### src/hdl/hsd_pkg.sv
`timescale 1ns / 1ps
`default_nettype none
package hsd_pkg;

  localparam int EDGE_COUNT_BITS_DEF = 32;
  localparam int CODE_W              = 3;
  localparam int ANGLE_UNIT_W        = 13;
  localparam int ANGLE_W             = 16;
  localparam int MULT_W              = 4;
  localparam int ERROR_COUNT_W       = 16;
  localparam int EDGE_OUT_W          = 32;
  localparam int CFG_INDEX_W         = 1;
  localparam int CFG_DATA_W          = ANGLE_UNIT_W;

  localparam logic [ANGLE_UNIT_W-1:0] ANGLE_UNIT_RESET = 13'd5461;
  localparam logic                    PLACEMENT_RESET  = 1'b0;

  localparam logic [CFG_INDEX_W-1:0] CFG_PLACEMENT  = 1'd0;
  localparam logic [CFG_INDEX_W-1:0] CFG_ANGLE_UNIT = 1'd1;

  localparam logic PLACE_120 = 1'b0;
  localparam logic PLACE_60  = 1'b1;

  typedef enum logic [1:0] {
    DIR_IDLE = 2'd0,
    DIR_FWD  = 2'd1,
    DIR_BWD  = 2'd2
  } dir_t;

  typedef struct packed {
    logic              valid;
    logic [CODE_W-1:0] code;
  } stage_t;

  localparam int NUM_PAIRS = 12;

  localparam logic [7:0] FWD_PAIRS [NUM_PAIRS] = '{
    8'h45, 8'h51, 8'h13, 8'h32, 8'h26, 8'h64,
    8'h41, 8'h53, 8'h12, 8'h36, 8'h24, 8'h65
  };
  localparam logic [7:0] BWD_PAIRS [NUM_PAIRS] = '{
    8'h62, 8'h23, 8'h31, 8'h15, 8'h54, 8'h46,
    8'h63, 8'h21, 8'h35, 8'h14, 8'h56, 8'h42
  };

  // multiple of the 30 degree unit per code, zero for an invalid code
  function automatic logic [MULT_W-1:0] code_multiple(input logic [CODE_W-1:0] code);
    logic [MULT_W-1:0] m;
    unique case (code)
      3'd1:    m = 4'd3;
      3'd2:    m = 4'd7;
      3'd3:    m = 4'd5;
      3'd4:    m = 4'd11;
      3'd5:    m = 4'd1;
      3'd6:    m = 4'd9;
      default: m = 4'd0;
    endcase
    return m;
  endfunction

  function automatic dir_t dir_lookup(input logic [CODE_W-1:0] prev,
                                      input logic [CODE_W-1:0] cur);
    logic [7:0] pair;
    logic       fwd;
    logic       bwd;
    dir_t       d;
    pair = {1'b0, prev, 1'b0, cur};
    fwd  = 1'b0;
    bwd  = 1'b0;
    for (int i = 0; i < NUM_PAIRS; i++) begin
      if (pair == FWD_PAIRS[i]) fwd = 1'b1;
      if (pair == BWD_PAIRS[i]) bwd = 1'b1;
    end
    if (fwd)      d = DIR_FWD;
    else if (bwd) d = DIR_BWD;
    else          d = DIR_IDLE;
    return d;
  endfunction

endpackage
`default_nettype wire

### src/hdl/hsd_if.sv
`timescale 1ns / 1ps
`default_nettype none
interface hsd_in_if;
  logic valid;
  logic ready;
  logic hall_a;
  logic hall_b;
  logic hall_c;

  modport source (output valid, output hall_a, output hall_b, output hall_c, input ready);
  modport sink   (input valid, input hall_a, input hall_b, input hall_c, output ready);
endinterface

interface hsd_out_if;
  logic        valid;
  logic        ready;
  logic [2:0]  hall_code;
  logic [15:0] sector_angle;
  logic [1:0]  direction;
  logic [31:0] edge_count;
  logic [15:0] error_count;
  logic        code_invalid;

  modport source (output valid, output hall_code, output sector_angle, output direction,
                  output edge_count, output error_count, output code_invalid,
                  input ready);
  modport sink   (input valid, input hall_code, input sector_angle, input direction,
                  input edge_count, input error_count, input code_invalid,
                  output ready);
endinterface
`default_nettype wire

### src/hdl/hall_sensor_decoder_core.sv
`timescale 1ns / 1ps
`default_nettype none
// Hall sensor decoder core.
// in_ch carries one settled sample of the three hall levels per transfer
// (valid/ready). out_ch returns one result per input transfer: packed hall
// code, sector angle, direction, edge and error counts, and an invalid flag.
// The cfg port writes placement (index 0) and the 30 degree angle unit
// (index 1) on any edge with cfg_we high; write only while no sample is
// in flight.
// A sample taken from in_ch passes an input register and then a result register
// before it shows on out_ch. Throughput: one sample per cycle while out_ch.ready
// is high, set by the result stage updating its state on every transfer.
// Reset (synchronous, rst_n low): both stages empty, angle, direction,
// last code and counters cleared, placement = 120 degree, angle unit 5461.
// When out_ch.ready is low the result holds; one more sample is parked in
// the input register, after which in_ch.ready drops until the result
// transfer completes.
module hall_sensor_decoder_core
  import hsd_pkg::*;
#(
  parameter int EDGE_COUNT_BITS = EDGE_COUNT_BITS_DEF
) (
  input  wire logic                   clk,
  input  wire logic                   rst_n,
  hsd_in_if.sink                      in_ch,
  hsd_out_if.source                   out_ch,
  input  wire logic                   cfg_we,
  input  wire logic [CFG_INDEX_W-1:0] cfg_index,
  input  wire logic [CFG_DATA_W-1:0]  cfg_wdata
);

  logic                    placement_r;
  logic [ANGLE_UNIT_W-1:0] angle_unit_r;
  stage_t                  s1;
  logic                    s2_ready;

  always_ff @(posedge clk) begin
    if (!rst_n) begin
      placement_r  <= PLACEMENT_RESET;
      angle_unit_r <= ANGLE_UNIT_RESET;
    end else if (cfg_we) begin
      unique case (cfg_index)
        CFG_PLACEMENT:  placement_r  <= cfg_wdata[0];
        CFG_ANGLE_UNIT: angle_unit_r <= cfg_wdata[ANGLE_UNIT_W-1:0];
        default: ;
      endcase
    end
  end

  hsd_sample u_sample (
    .clk       (clk),
    .rst_n     (rst_n),
    .in_ch     (in_ch),
    .placement (placement_r),
    .s2_ready  (s2_ready),
    .s1        (s1)
  );

  hsd_track #(
    .EDGE_COUNT_BITS (EDGE_COUNT_BITS)
  ) u_track (
    .clk        (clk),
    .rst_n      (rst_n),
    .s1         (s1),
    .angle_unit (angle_unit_r),
    .s2_ready   (s2_ready),
    .out_ch     (out_ch)
  );

endmodule
`default_nettype wire

### src/hdl/hsd_sample.sv
`timescale 1ns / 1ps
`default_nettype none
module hsd_sample
  import hsd_pkg::*;
(
  input  wire logic   clk,
  input  wire logic   rst_n,
  hsd_in_if.sink      in_ch,
  input  wire logic   placement,
  input  wire logic   s2_ready,
  output stage_t      s1
);

  logic              valid_r;
  logic              valid_nxt;
  logic [CODE_W-1:0] code_r;
  logic [CODE_W-1:0] code_nxt;
  logic              take;

  assign in_ch.ready = !valid_r || s2_ready;
  assign take        = in_ch.valid && in_ch.ready;

  always_comb begin
    if (placement == PLACE_60) begin
      code_nxt = {~in_ch.hall_b, in_ch.hall_c, in_ch.hall_a};
    end else begin
      code_nxt = {in_ch.hall_c, in_ch.hall_b, in_ch.hall_a};
    end
    if (in_ch.ready) begin
      valid_nxt = in_ch.valid;
    end else begin
      valid_nxt = valid_r;
    end
  end

  always_ff @(posedge clk) begin
    if (!rst_n) begin
      valid_r <= 1'b0;
    end else begin
      valid_r <= valid_nxt;
    end
  end

  always_ff @(posedge clk) begin
    if (take) begin
      code_r <= code_nxt;
    end
  end

  assign s1 = '{valid: valid_r, code: code_r};

endmodule
`default_nettype wire

### src/hdl/hsd_track.sv
`timescale 1ns / 1ps
`default_nettype none
module hsd_track
  import hsd_pkg::*;
#(
  parameter int EDGE_COUNT_BITS = EDGE_COUNT_BITS_DEF
) (
  input  wire logic                    clk,
  input  wire logic                    rst_n,
  input  wire stage_t                  s1,
  input  wire logic [ANGLE_UNIT_W-1:0] angle_unit,
  output logic                         s2_ready,
  hsd_out_if.source                    out_ch
);

  logic                       out_valid_r;
  logic                       out_valid_nxt;
  logic [CODE_W-1:0]          last_code_r;
  logic [CODE_W-1:0]          last_code_nxt;
  logic [ANGLE_W-1:0]         angle_r;
  logic [ANGLE_W-1:0]         angle_nxt;
  dir_t                       dir_r;
  dir_t                       dir_nxt;
  logic [EDGE_COUNT_BITS-1:0] edge_cnt_r;
  logic [EDGE_COUNT_BITS-1:0] edge_cnt_nxt;
  logic [ERROR_COUNT_W-1:0]   err_cnt_r;
  logic [ERROR_COUNT_W-1:0]   err_cnt_nxt;
  logic                       invalid_r;
  logic                       invalid_nxt;
  logic [MULT_W-1:0]          mult;
  logic [ANGLE_UNIT_W+MULT_W-1:0] product;
  logic                       take;

  assign s2_ready = !out_valid_r || out_ch.ready;
  assign take     = s1.valid && s2_ready;

  always_comb begin
    mult          = code_multiple(s1.code);
    product       = (ANGLE_UNIT_W+MULT_W)'(angle_unit) * (ANGLE_UNIT_W+MULT_W)'(mult);
    invalid_nxt   = (mult == '0);
    last_code_nxt = s1.code;
    angle_nxt     = angle_r;
    err_cnt_nxt   = err_cnt_r;
    edge_cnt_nxt  = edge_cnt_r;
    dir_nxt       = dir_r;
    if (invalid_nxt) begin
      err_cnt_nxt = err_cnt_r + ERROR_COUNT_W'(1);
    end else begin
      angle_nxt = product[ANGLE_W-1:0];
    end
    if (s1.code != last_code_r) begin
      edge_cnt_nxt = edge_cnt_r + EDGE_COUNT_BITS'(1);
      dir_nxt      = dir_lookup(last_code_r, s1.code);
    end
    if (s2_ready) begin
      out_valid_nxt = s1.valid;
    end else begin
      out_valid_nxt = out_valid_r;
    end
  end

  always_ff @(posedge clk) begin
    if (!rst_n) begin
      out_valid_r <= 1'b0;
      last_code_r <= '0;
      angle_r     <= '0;
      dir_r       <= DIR_IDLE;
      edge_cnt_r  <= '0;
      err_cnt_r   <= '0;
    end else begin
      out_valid_r <= out_valid_nxt;
      if (take) begin
        last_code_r <= last_code_nxt;
        angle_r     <= angle_nxt;
        dir_r       <= dir_nxt;
        edge_cnt_r  <= edge_cnt_nxt;
        err_cnt_r   <= err_cnt_nxt;
      end
    end
  end

  always_ff @(posedge clk) begin
    if (take) begin
      invalid_r <= invalid_nxt;
    end
  end

  generate
    if (EDGE_COUNT_BITS >= EDGE_OUT_W) begin : g_edge_wide
      assign out_ch.edge_count = edge_cnt_r[EDGE_OUT_W-1:0];
    end else begin : g_edge_narrow
      assign out_ch.edge_count = EDGE_OUT_W'(edge_cnt_r);
    end
  endgenerate

  assign out_ch.valid        = out_valid_r;
  assign out_ch.hall_code    = last_code_r;
  assign out_ch.sector_angle = angle_r;
  assign out_ch.direction    = dir_r;
  assign out_ch.error_count  = err_cnt_r;
  assign out_ch.code_invalid = invalid_r;

endmodule
`default_nettype wire

### src/flat_wrapper.sv
// flat-port wrapper written by rule: the top's interface ports become plain ports
module hall_sensor_decoder_core_flat import hsd_pkg::*;
#(
  parameter int EDGE_COUNT_BITS = EDGE_COUNT_BITS_DEF
)
  (clk, rst_n, cfg_we, cfg_index, cfg_wdata, in_ch_valid, in_ch_hall_a, in_ch_hall_b, in_ch_hall_c, in_ch_ready, out_ch_valid, out_ch_hall_code, out_ch_sector_angle, out_ch_direction, out_ch_edge_count, out_ch_error_count, out_ch_code_invalid, out_ch_ready);
  hsd_in_if in_ch_i ();
  hsd_out_if out_ch_i ();
  input  wire logic clk;
  input  wire logic rst_n;
  input  wire logic cfg_we;
  input  wire logic [CFG_INDEX_W-1:0] cfg_index;
  input  wire logic [CFG_DATA_W-1:0] cfg_wdata;
  input wire logic [$bits(in_ch_i.valid)-1:0] in_ch_valid;
  input wire logic [$bits(in_ch_i.hall_a)-1:0] in_ch_hall_a;
  input wire logic [$bits(in_ch_i.hall_b)-1:0] in_ch_hall_b;
  input wire logic [$bits(in_ch_i.hall_c)-1:0] in_ch_hall_c;
  output wire logic [$bits(in_ch_i.ready)-1:0] in_ch_ready;
  output wire logic [$bits(out_ch_i.valid)-1:0] out_ch_valid;
  output wire logic [$bits(out_ch_i.hall_code)-1:0] out_ch_hall_code;
  output wire logic [$bits(out_ch_i.sector_angle)-1:0] out_ch_sector_angle;
  output wire logic [$bits(out_ch_i.direction)-1:0] out_ch_direction;
  output wire logic [$bits(out_ch_i.edge_count)-1:0] out_ch_edge_count;
  output wire logic [$bits(out_ch_i.error_count)-1:0] out_ch_error_count;
  output wire logic [$bits(out_ch_i.code_invalid)-1:0] out_ch_code_invalid;
  input wire logic [$bits(out_ch_i.ready)-1:0] out_ch_ready;
  assign in_ch_i.valid = in_ch_valid;
  assign in_ch_i.hall_a = in_ch_hall_a;
  assign in_ch_i.hall_b = in_ch_hall_b;
  assign in_ch_i.hall_c = in_ch_hall_c;
  assign in_ch_ready = in_ch_i.ready;
  assign out_ch_valid = out_ch_i.valid;
  assign out_ch_hall_code = out_ch_i.hall_code;
  assign out_ch_sector_angle = out_ch_i.sector_angle;
  assign out_ch_direction = out_ch_i.direction;
  assign out_ch_edge_count = out_ch_i.edge_count;
  assign out_ch_error_count = out_ch_i.error_count;
  assign out_ch_code_invalid = out_ch_i.code_invalid;
  assign out_ch_i.ready = out_ch_ready;
  hall_sensor_decoder_core #(.EDGE_COUNT_BITS(EDGE_COUNT_BITS)) u_core (.clk(clk), .rst_n(rst_n), .in_ch(in_ch_i), .out_ch(out_ch_i), .cfg_we(cfg_we), .cfg_index(cfg_index), .cfg_wdata(cfg_wdata));
endmodule
### config.mk
export PLATFORM = sky130hd
export DESIGN_NAME = hall_sensor_decoder_core_flat
export DESIGN_NICKNAME = d
export VERILOG_FILES = /design/src/hdl/hsd_pkg.sv /design/src/hdl/hsd_if.sv /design/src/hdl/hall_sensor_decoder_core.sv /design/src/hdl/hsd_sample.sv /design/src/hdl/hsd_track.sv /design/src/flat_wrapper.sv
export SDC_FILE = /design/constraint.sdc
export NUM_CORES = 1
export LEC_CHECK = 0
export BUFFER_PORTS_ARGS = -buffer_cell sky130_fd_sc_hd__clkbuf_2
export CORE_ASPECT_RATIO = 1.4
export CORE_UTILIZATION = 30
export DETAILED_ROUTE_END_ITERATION = 16
export GPL_TIMING_DRIVEN = 0
export PLACE_DENSITY = 0.56
export SLEW_MARGIN = 10
export SYNTH_ARGS = -nofsm -noshare
export SYNTH_HDL_FRONTEND = slang
export SYNTH_SLANG_ARGS = --single-unit
### constraint.sdc
create_clock -name clk -period 3.6 [get_ports clk]
set_input_delay 0.54 -clock clk [delete_from_list [all_inputs] [get_ports clk]]
set_output_delay 0.54 -clock clk [all_outputs]
set_load 0.005 [all_outputs]
==> metrics.txt, run 1 <==
starting density of the core 30.6%; Final Power about 2.7 mW; CP Data Required Time roughly 3900 ps; Period Utilization, post-route 103%; max-cap violation count 0; pin count of the biggest net entering global routing 15; leakage power 2.92 nW; setup clock skew after layout approximately 13 ps; average wire length per cell after detail routing roughly 15 um; root buffer cell clkbuf_16; maximum clock path buffer count 2; length of the first detailed-routing pass in iterations 4; slew margin rel. a little over half; Post-Syn Instances between 600 and 700; number of antenna violations at the first check in global routing 0; overall via count from detail_route about 5000; Placement Rows 58; total wire length after detailed routing 15500 um; most frequent cell after synthesis nand2_1; ys flop type dfxtp_1; number of cells on the worst reg-to-reg path 14; final net count 857; width of the die around 120 um; smallest setup slack after layout -101 ps; fraction of synthesized cell area taken by the top area cell type 30.9%; Async SR Flop Fraction 0%; cell family with most CP delay adder cells; violated checks negative setup slack; Skew-Pair Late Insertion Delay approximately 360 ps; CTS HTree Levels 3; global-route usage over all layers 17.7%; Detail Placement HPWL 11900 um; crit path max-delay cell type fa_2; capturing element type of the critical path flip-flop; starting DRC count in detailed routing around 170; Worst Max-Slew Pin Slew approximately 680 ps; ant diodes 0; clock tree from TritonCTS yes; TritonCTS buffer count 9; endpoint arrival time on the critical path roughly 4000 ps; average size of a mapped cell between 8 and 9 sq um; GRT Residual Overflow 0; fraction of layout cells with a size suffix above 1 a little under a quarter; Compound-Gate Fraction of Synth Area 13.0%; vias in the first global route approximately 5200; fin cells 1037; logic depth of the worst path, buffers included 14; time the worst path needs with I/O delays and setup 3700 ps; quantity of I/O buffers inserted on ports 93; flip-flop and latch count after synthesis 89; count of warnings emitted by yosys 0; # setup viols final 6; setup repair after global routing missed its margin yes; result of the run complete, but fails checks; number of enable-type register cells in the synthesized netlist 4; area growth from synthesis to layout 26.8%; cell breakdown of the critical path buf_6 -> xor2_1 -> o21ai_2 -> clkbuf_8 -> nand2b_4 -> fa_1 -> fa_2 -> inv_2 -> ha_4 -> a211oi_4 -> o21a_2 -> o21ba_4 -> or4_1 -> nand3_1; register area share after synthesis between 30% and 40%; post-synthesis adder-cell area fraction between 10 and 15%; total power divided by cell area approximately 390 nW/um^2; Detail Route Antenna Nets 0; total standard cell area after synthesis between 5000 and 6000 sq um; most frequent cells after synthesis 92 x nand2_1, 85 x dfxtp_1, 54 x nor2_1; worst slack at placement -341 ps; Placed Cells incl. Taps about 1000; number of top-level pins 94; fraction of synthesized area in multiplexers roughly 1.8%; count of distinct cell types in the synthesized netlist 57; longest individual stage delay on the worst path a little over 600 ps; IR Drop Worst-Case VDD 0.000237 V; biggest area consumer among synthesized cells dfxtp_1; die area 18900 sq um; critical path start-end classification flip-flop to flip-flop; number of pins exceeding their max-slew limit in the final report 0; Reg clk slew, reported paths about 60 ps; Final Hold Fails 0; remaining design rule violation count 0; hold slack 374 ps; CTS Hold Bufs 0; wire length of the first global-routing pass 25800 um; fmax about 0.27 GHz; sink count of the clock tree between 80 and 90; Worst setup SP type flip-flop; xor and xnor fraction of the mapped netlist area under 10%; Avg Vias per Cell 4.90; Core Box Area between 15000 and 20000 sq um; Die Height between 150 and 200 um; Hold WC Path Type primary input to flip-flop; final weighted congestion in routability-driven placement ~0.82; number of buffer and inverter instances along the worst setup path 3; Hold Path Depth 1; fraction of the mapped netlist area in simple logic gates 29.0%; main area contributors after synthesis dfxtp_1 31%, fa_1 8.0%, nand2_1 6.3%, ha_1 4.8%, nor2_1 3.7%; worst-path fanout max 5; Net Count, Synth 734; largest family of logic cells by synthesized area simple AND/OR/NAND/NOR gates
==> area by class of cell <==
cell class	count	area (sq um)
fill	1920	11000
buffer	28	151
tap	240	300
multi-input combinational	501	3630
inverter	51	191
clock buffer	13	260
timing repair buffer	112	612
clock inverter	3	21.3
sequential	89	1820
==> placed cells by master (no fill, tap or decap), types with 5 or more instances in the layout <==
master     count
a21oi_1       30
and2_1        13
and3_1        23
buf_1          5
buf_4         19
clkbuf_1      16
clkbuf_16      9
clkbuf_2      93
dfxtp_1       85
fa_1          20
ha_1          12
ha_4           8
inv_1         43
inv_2          8
mux2i_1        9
nand2_1       91
nand2b_1       7
nand3_1       36
nand4_1       14
nor2_1        51
nor2b_1       11
nor3_1        16
nor4_1         7
o211ai_1      11
o21ai_0       12
or3_1          7
or4_1         11
xnor2_1       20
xor2_1        10
==> cells by family after synthesis <==
group / count (synthesis)
and+or+nand+nor: 314
AOI/OAI and AO/OA: 104
xor gates and xnor gates: 30
buffers and inverters: 79
muxes: 10
adders and majority gates: 43
DFF: 89
==> worst paths after layout <==
check                                                  endpoint                                          startpoint  slack (ps)
max          u_core.u_track.out_ch.sector_angle[9]$_SDFFE_PN0P_                 u_core.u_sample.code_r[2]$_DFFE_PP_        -100
min                         u_core.u_sample.code_r[0]$_DFFE_PP_                                        in_ch_hall_a         370
max reg2reg  u_core.u_track.out_ch.sector_angle[9]$_SDFFE_PN0P_                 u_core.u_sample.code_r[2]$_DFFE_PP_        -100
min reg2reg  u_core.u_track.out_ch.sector_angle[5]$_SDFFE_PN0P_  u_core.u_track.out_ch.sector_angle[5]$_SDFFE_PN0P_         460
==> what timing repair did <==
action	CTS	global route
pin swaps	17	14
setup endpoints to repair	10	10
gates resized for setup	25	23
setup buffers	15	3
hold endpoints to repair	0	0
cloned	1	0
==> stage by stage <==
step / area [sq um] / util [%] / TNS, ps
floorplan: 5610 / - / -5.44
global placement: 6370 / 35.4 / -2220
detailed placement: 6370 / 35.4 / -2300
CTS: 6900 / 38.3 / -200
global route: 6990 / 38.8 / -1380
finish: 6990 / 38.8 / -254
==> sequential cells by signal, indices dropped and copies added, names as in the netlist <==
register	flops
u_core.angle_unit_r	13
u_core.placement_r	1
u_core.u_sample.code_r	3
u_core.u_sample.valid_r	1
u_core.u_track.out_ch.code_invalid	1
u_core.u_track.out_ch.direction	2
u_core.u_track.out_ch.edge_count	32
u_core.u_track.out_ch.error_count	16
u_core.u_track.out_ch.hall_code	3
u_core.u_track.out_ch.sector_angle	16
u_core.u_track.out_ch.valid	1
==> metal layers <==
| metal | GRT usage [%] | up-vias | part of all wire, % |
|---|---|---|---|
| met2 | 31.8 | 91 | 52 |
| met1 | 20.1 | 2386 | 42 |
| met3 | 3.83 | 21 | 4.6 |
| met5 | 0 | - | 0 |
| li1 | - | 2588 | - |
| met4 | 6.33 | 0 | 2.0 |
==> report_power, final <==
| part | total (mW) | internal, mW | switching, mW |
|---|---|---|---|
| clock | 0.927 | 0.510 | 0.416 |
| combinational | 0.725 | 0.323 | 0.402 |
| sequential | 1.06 | 1.03 | 0.0316 |
Note: power is estimated with default switching activity, not from simulation.
==> inputs of run 2 (changes only) <==
Settings changed: ABC_AREA set to 1, BUFFER_PORTS_ARGS -buffer_cell sky130_fd_sc_hd__clkbuf_2 to -buffer_cell sky130_fd_sc_hd__buf_2, PLACE_DENSITY 0.56 to 0.55.
==> metrics.txt, run 2 <==
max-cap violation count 0; fin cells roughly 1300; global-route usage over all layers between 10% and 20%; ant diodes 0; biggest area consumer among synthesized cells dfxtp_1; flip-flop and latch count after synthesis 89; result of the run completed; die area 21200 sq um; final net count 1128; area of the multi-input gates 3800 sq um; fmax just under 0.3 GHz; Sequential cell area about 1800 sq um; width of the die 123 um; clock power share around 37%; number of enable-type register cells in the synthesized netlist 4; post-layout utilization of the core 37.0%; Final Hold Fails 0; most common library cell in the layout ignoring fill and taps nand2_1; worst reg-to-reg setup slack 200 ps; Worst setup SP type flip-flop; Reg clk slew, reported paths 70 ps; register area share after synthesis 29.4%; worst-path fanout max 9; Detail Placement HPWL about 14000 um; largest family of logic cells by synthesized area simple AND/OR/NAND/NOR gates; CTS HTree Levels 3; slew margin rel. 53.6%; crit path max-delay cell type fa_1; CP Data Required Time 3850 ps; fraction of synthesized area in multiplexers 0%; Period Utilization, post-route between 90% and 100%; post-synthesis adder-cell area fraction a little under an eighth; Worst Max-Slew Pin Slew 696 ps; smallest setup slack after layout roughly 200 ps; sw frac a little under a third; Net Count, Synth about 1000; endpoint arrival time on the critical path roughly 3600 ps; root buffer cell clkbuf_16; Compound-Gate Fraction of Synth Area under 10%; total standard cell area after synthesis around 6200 sq um; Avg Vias per Cell 4.70; sink count of the clock tree 89; vias in the first global route 5928; remaining design rule violation count 0; relative contribution of sequential cells to total power 37.9%; setup repair after global routing missed its margin yes; most frequent cell after synthesis nand2_1; count of warnings emitted by yosys 0; GRT Residual Overflow 0; Setup Total Neg Slack 0 ps; Skew-Pair Late Insertion Delay 350 ps; clock tree from TritonCTS yes; number of top-level pins between 90 and 100; main area contributors after synthesis dfxtp_1 28%, nand2_1 19%, nor2_1 8.7%, inv_1 7.5%, fa_1 7.1%; capturing element type of the critical path flip-flop; Largest register FFs 32; worst slack at placement -340 ps; most frequent cells in the layout 300 x nand2_1, 140 x nor2_1, 122 x inv_1; time the worst path needs with I/O delays and setup about 3400 ps; Post-Syn Instances approximately 960; Final Power ~2.8 mW; maximum clock path buffer count 2; setup clock skew after layout 11.7 ps; # setup viols final 0; cell breakdown of the critical path o21ai_4 -> nand2_1 -> nand2_2 -> buf_6 -> nor2_1 -> fa_1 -> inv_1 -> fa_1 -> inv_1 -> ha_2 -> nand2_2 -> nor2_4 -> and2_1 -> nand2_2 -> nand3_1 -> nand3_2 -> nand2_1 -> inv_1; Hold WC Path Type primary input to flip-flop; fraction of the mapped netlist area in simple logic gates between 30 and 40%; length of the first detailed-routing pass in iterations 4; TritonCTS buffer count 9; pin count of the biggest net entering global routing 15; number of antenna violations at the first check in global routing 0; area growth from synthesis to layout 20.2%; final weighted congestion in routability-driven placement 0.930; number of pins exceeding their max-slew limit in the final report 0; Detail Route Antenna Nets 0; average size of a mapped cell ~6.5 sq um; count of distinct cell types in the synthesized netlist 39; starting DRC count in detailed routing 353; Fill cells 2216; CTS Hold Bufs 0; wire length of the first global-routing pass a little under 30000 um; fraction of layout cells with a size suffix above 1 ~16%; critical path start-end classification flip-flop to flip-flop; net switching power ~0.9 mW; combinational fraction of design power 25.3%; xor and xnor fraction of the mapped netlist area approximately 3.3%; total power divided by cell area 375 nW/um^2; ys flop type dfxtp_1; Async SR Flop Fraction 0%; leakage power ~3.5 nW; Placed Cells incl. Taps 1299; Die Height roughly 170 um; longest individual stage delay on the worst path around 530 ps; overall via count from detail_route between 6000 and 7000; Core Box Area 20100 sq um; fraction of synthesized cell area taken by the top area cell type around 28%; starting density of the core between 30% and 40%; quantity of I/O buffers inserted on ports around 90; internal power of the cells approximately 1.9 mW; most frequent cells after synthesis 305 x nand2_1, 144 x nor2_1, 123 x inv_1; total wire length after detailed routing about 18000 um; Placement Rows roughly 60; IR Drop Worst-Case VDD 0.000201 V; average wire length per cell after detail routing ~14 um
-- run 2: metrics by stage --
step	instance area, sq um	hold WS (ps)
after CTS	7310	364
after floorplan	6190	461
final	7440	374
after global routing	7440	360
after detailed placement	6960	489
after global placement	6960	463
-- run 2: area by class of cell --
cell class,instances,area share [%]
multi-input cells,708,51.2
plain buffers,26,2.32
clock inverters,2,0.471
repair buffers,98,6.80
well taps,252,4.24
inverters,131,6.71
flip-flops and latches,89,24.5
clock buffers,13,3.79
-- run 2: final timing paths --
path,cells after the start,end,from
setup / recovery,18,u_core.u_track.out_ch.sector_angle[15]$_SDFFE_PN0P_,u_core.u_sample.code_r[1]$_DFFE_PP_
hold / removal,1,u_core.u_sample.code_r[0]$_DFFE_PP_,in_ch_hall_a
hold reg to reg,2,u_core.u_track.out_ch.direction[1]$_SDFFE_PN0P_,u_core.u_track.out_ch.direction[1]$_SDFFE_PN0P_
setup reg to reg,18,u_core.u_track.out_ch.sector_angle[15]$_SDFFE_PN0P_,u_core.u_sample.code_r[1]$_DFFE_PP_
-- run 2: per-layer routing --
metal / routed length, um / GRT usage, %
met1: 7320 / 19.5
met2: 9460 / 33.3
met3: 669 / 2.97
met4: 641 / 8.64
met5: 0 / 0
-- run 2: cell families after synthesis --
kind of cell,Yosys count
DFF,89
and+or+nand+nor,537
xor gates and xnor gates,23
AOI/OAI and AO/OA,105
adders and majority gates,43
buffers and inverters,158
-- run 2: power groups by stage --
stage          Clock (mW)  Sequential (mW)  Combinational, mW
2_1_floorplan           0             1.08              0.472
3_3_place_gp            0             1.08              0.650
3_5_place_dp            0             1.08              0.653
4_1_cts              1.06             1.06              0.664
5_1_grt              1.10             1.06              0.815
6_report             1.03             1.06              0.706
-- run 2: critical path: cells and delay by family, from the launching register on --
family / cells / cell delay (ps)
adder cells (fa/ha/maj): 3 / 1380
flip-flops: 1 / 490
AND/OR/NAND/NOR: 10 / 920
AO/OA/AOI/OAI: 1 / 240
buffers and inverters: 4 / 270
-- run 2: timing repair --
action,4_1_cts,5_1_grt
setup endpoints to repair,9,9
gates resized for setup,6,31
pin swaps,0,1
buffers inserted,2,4
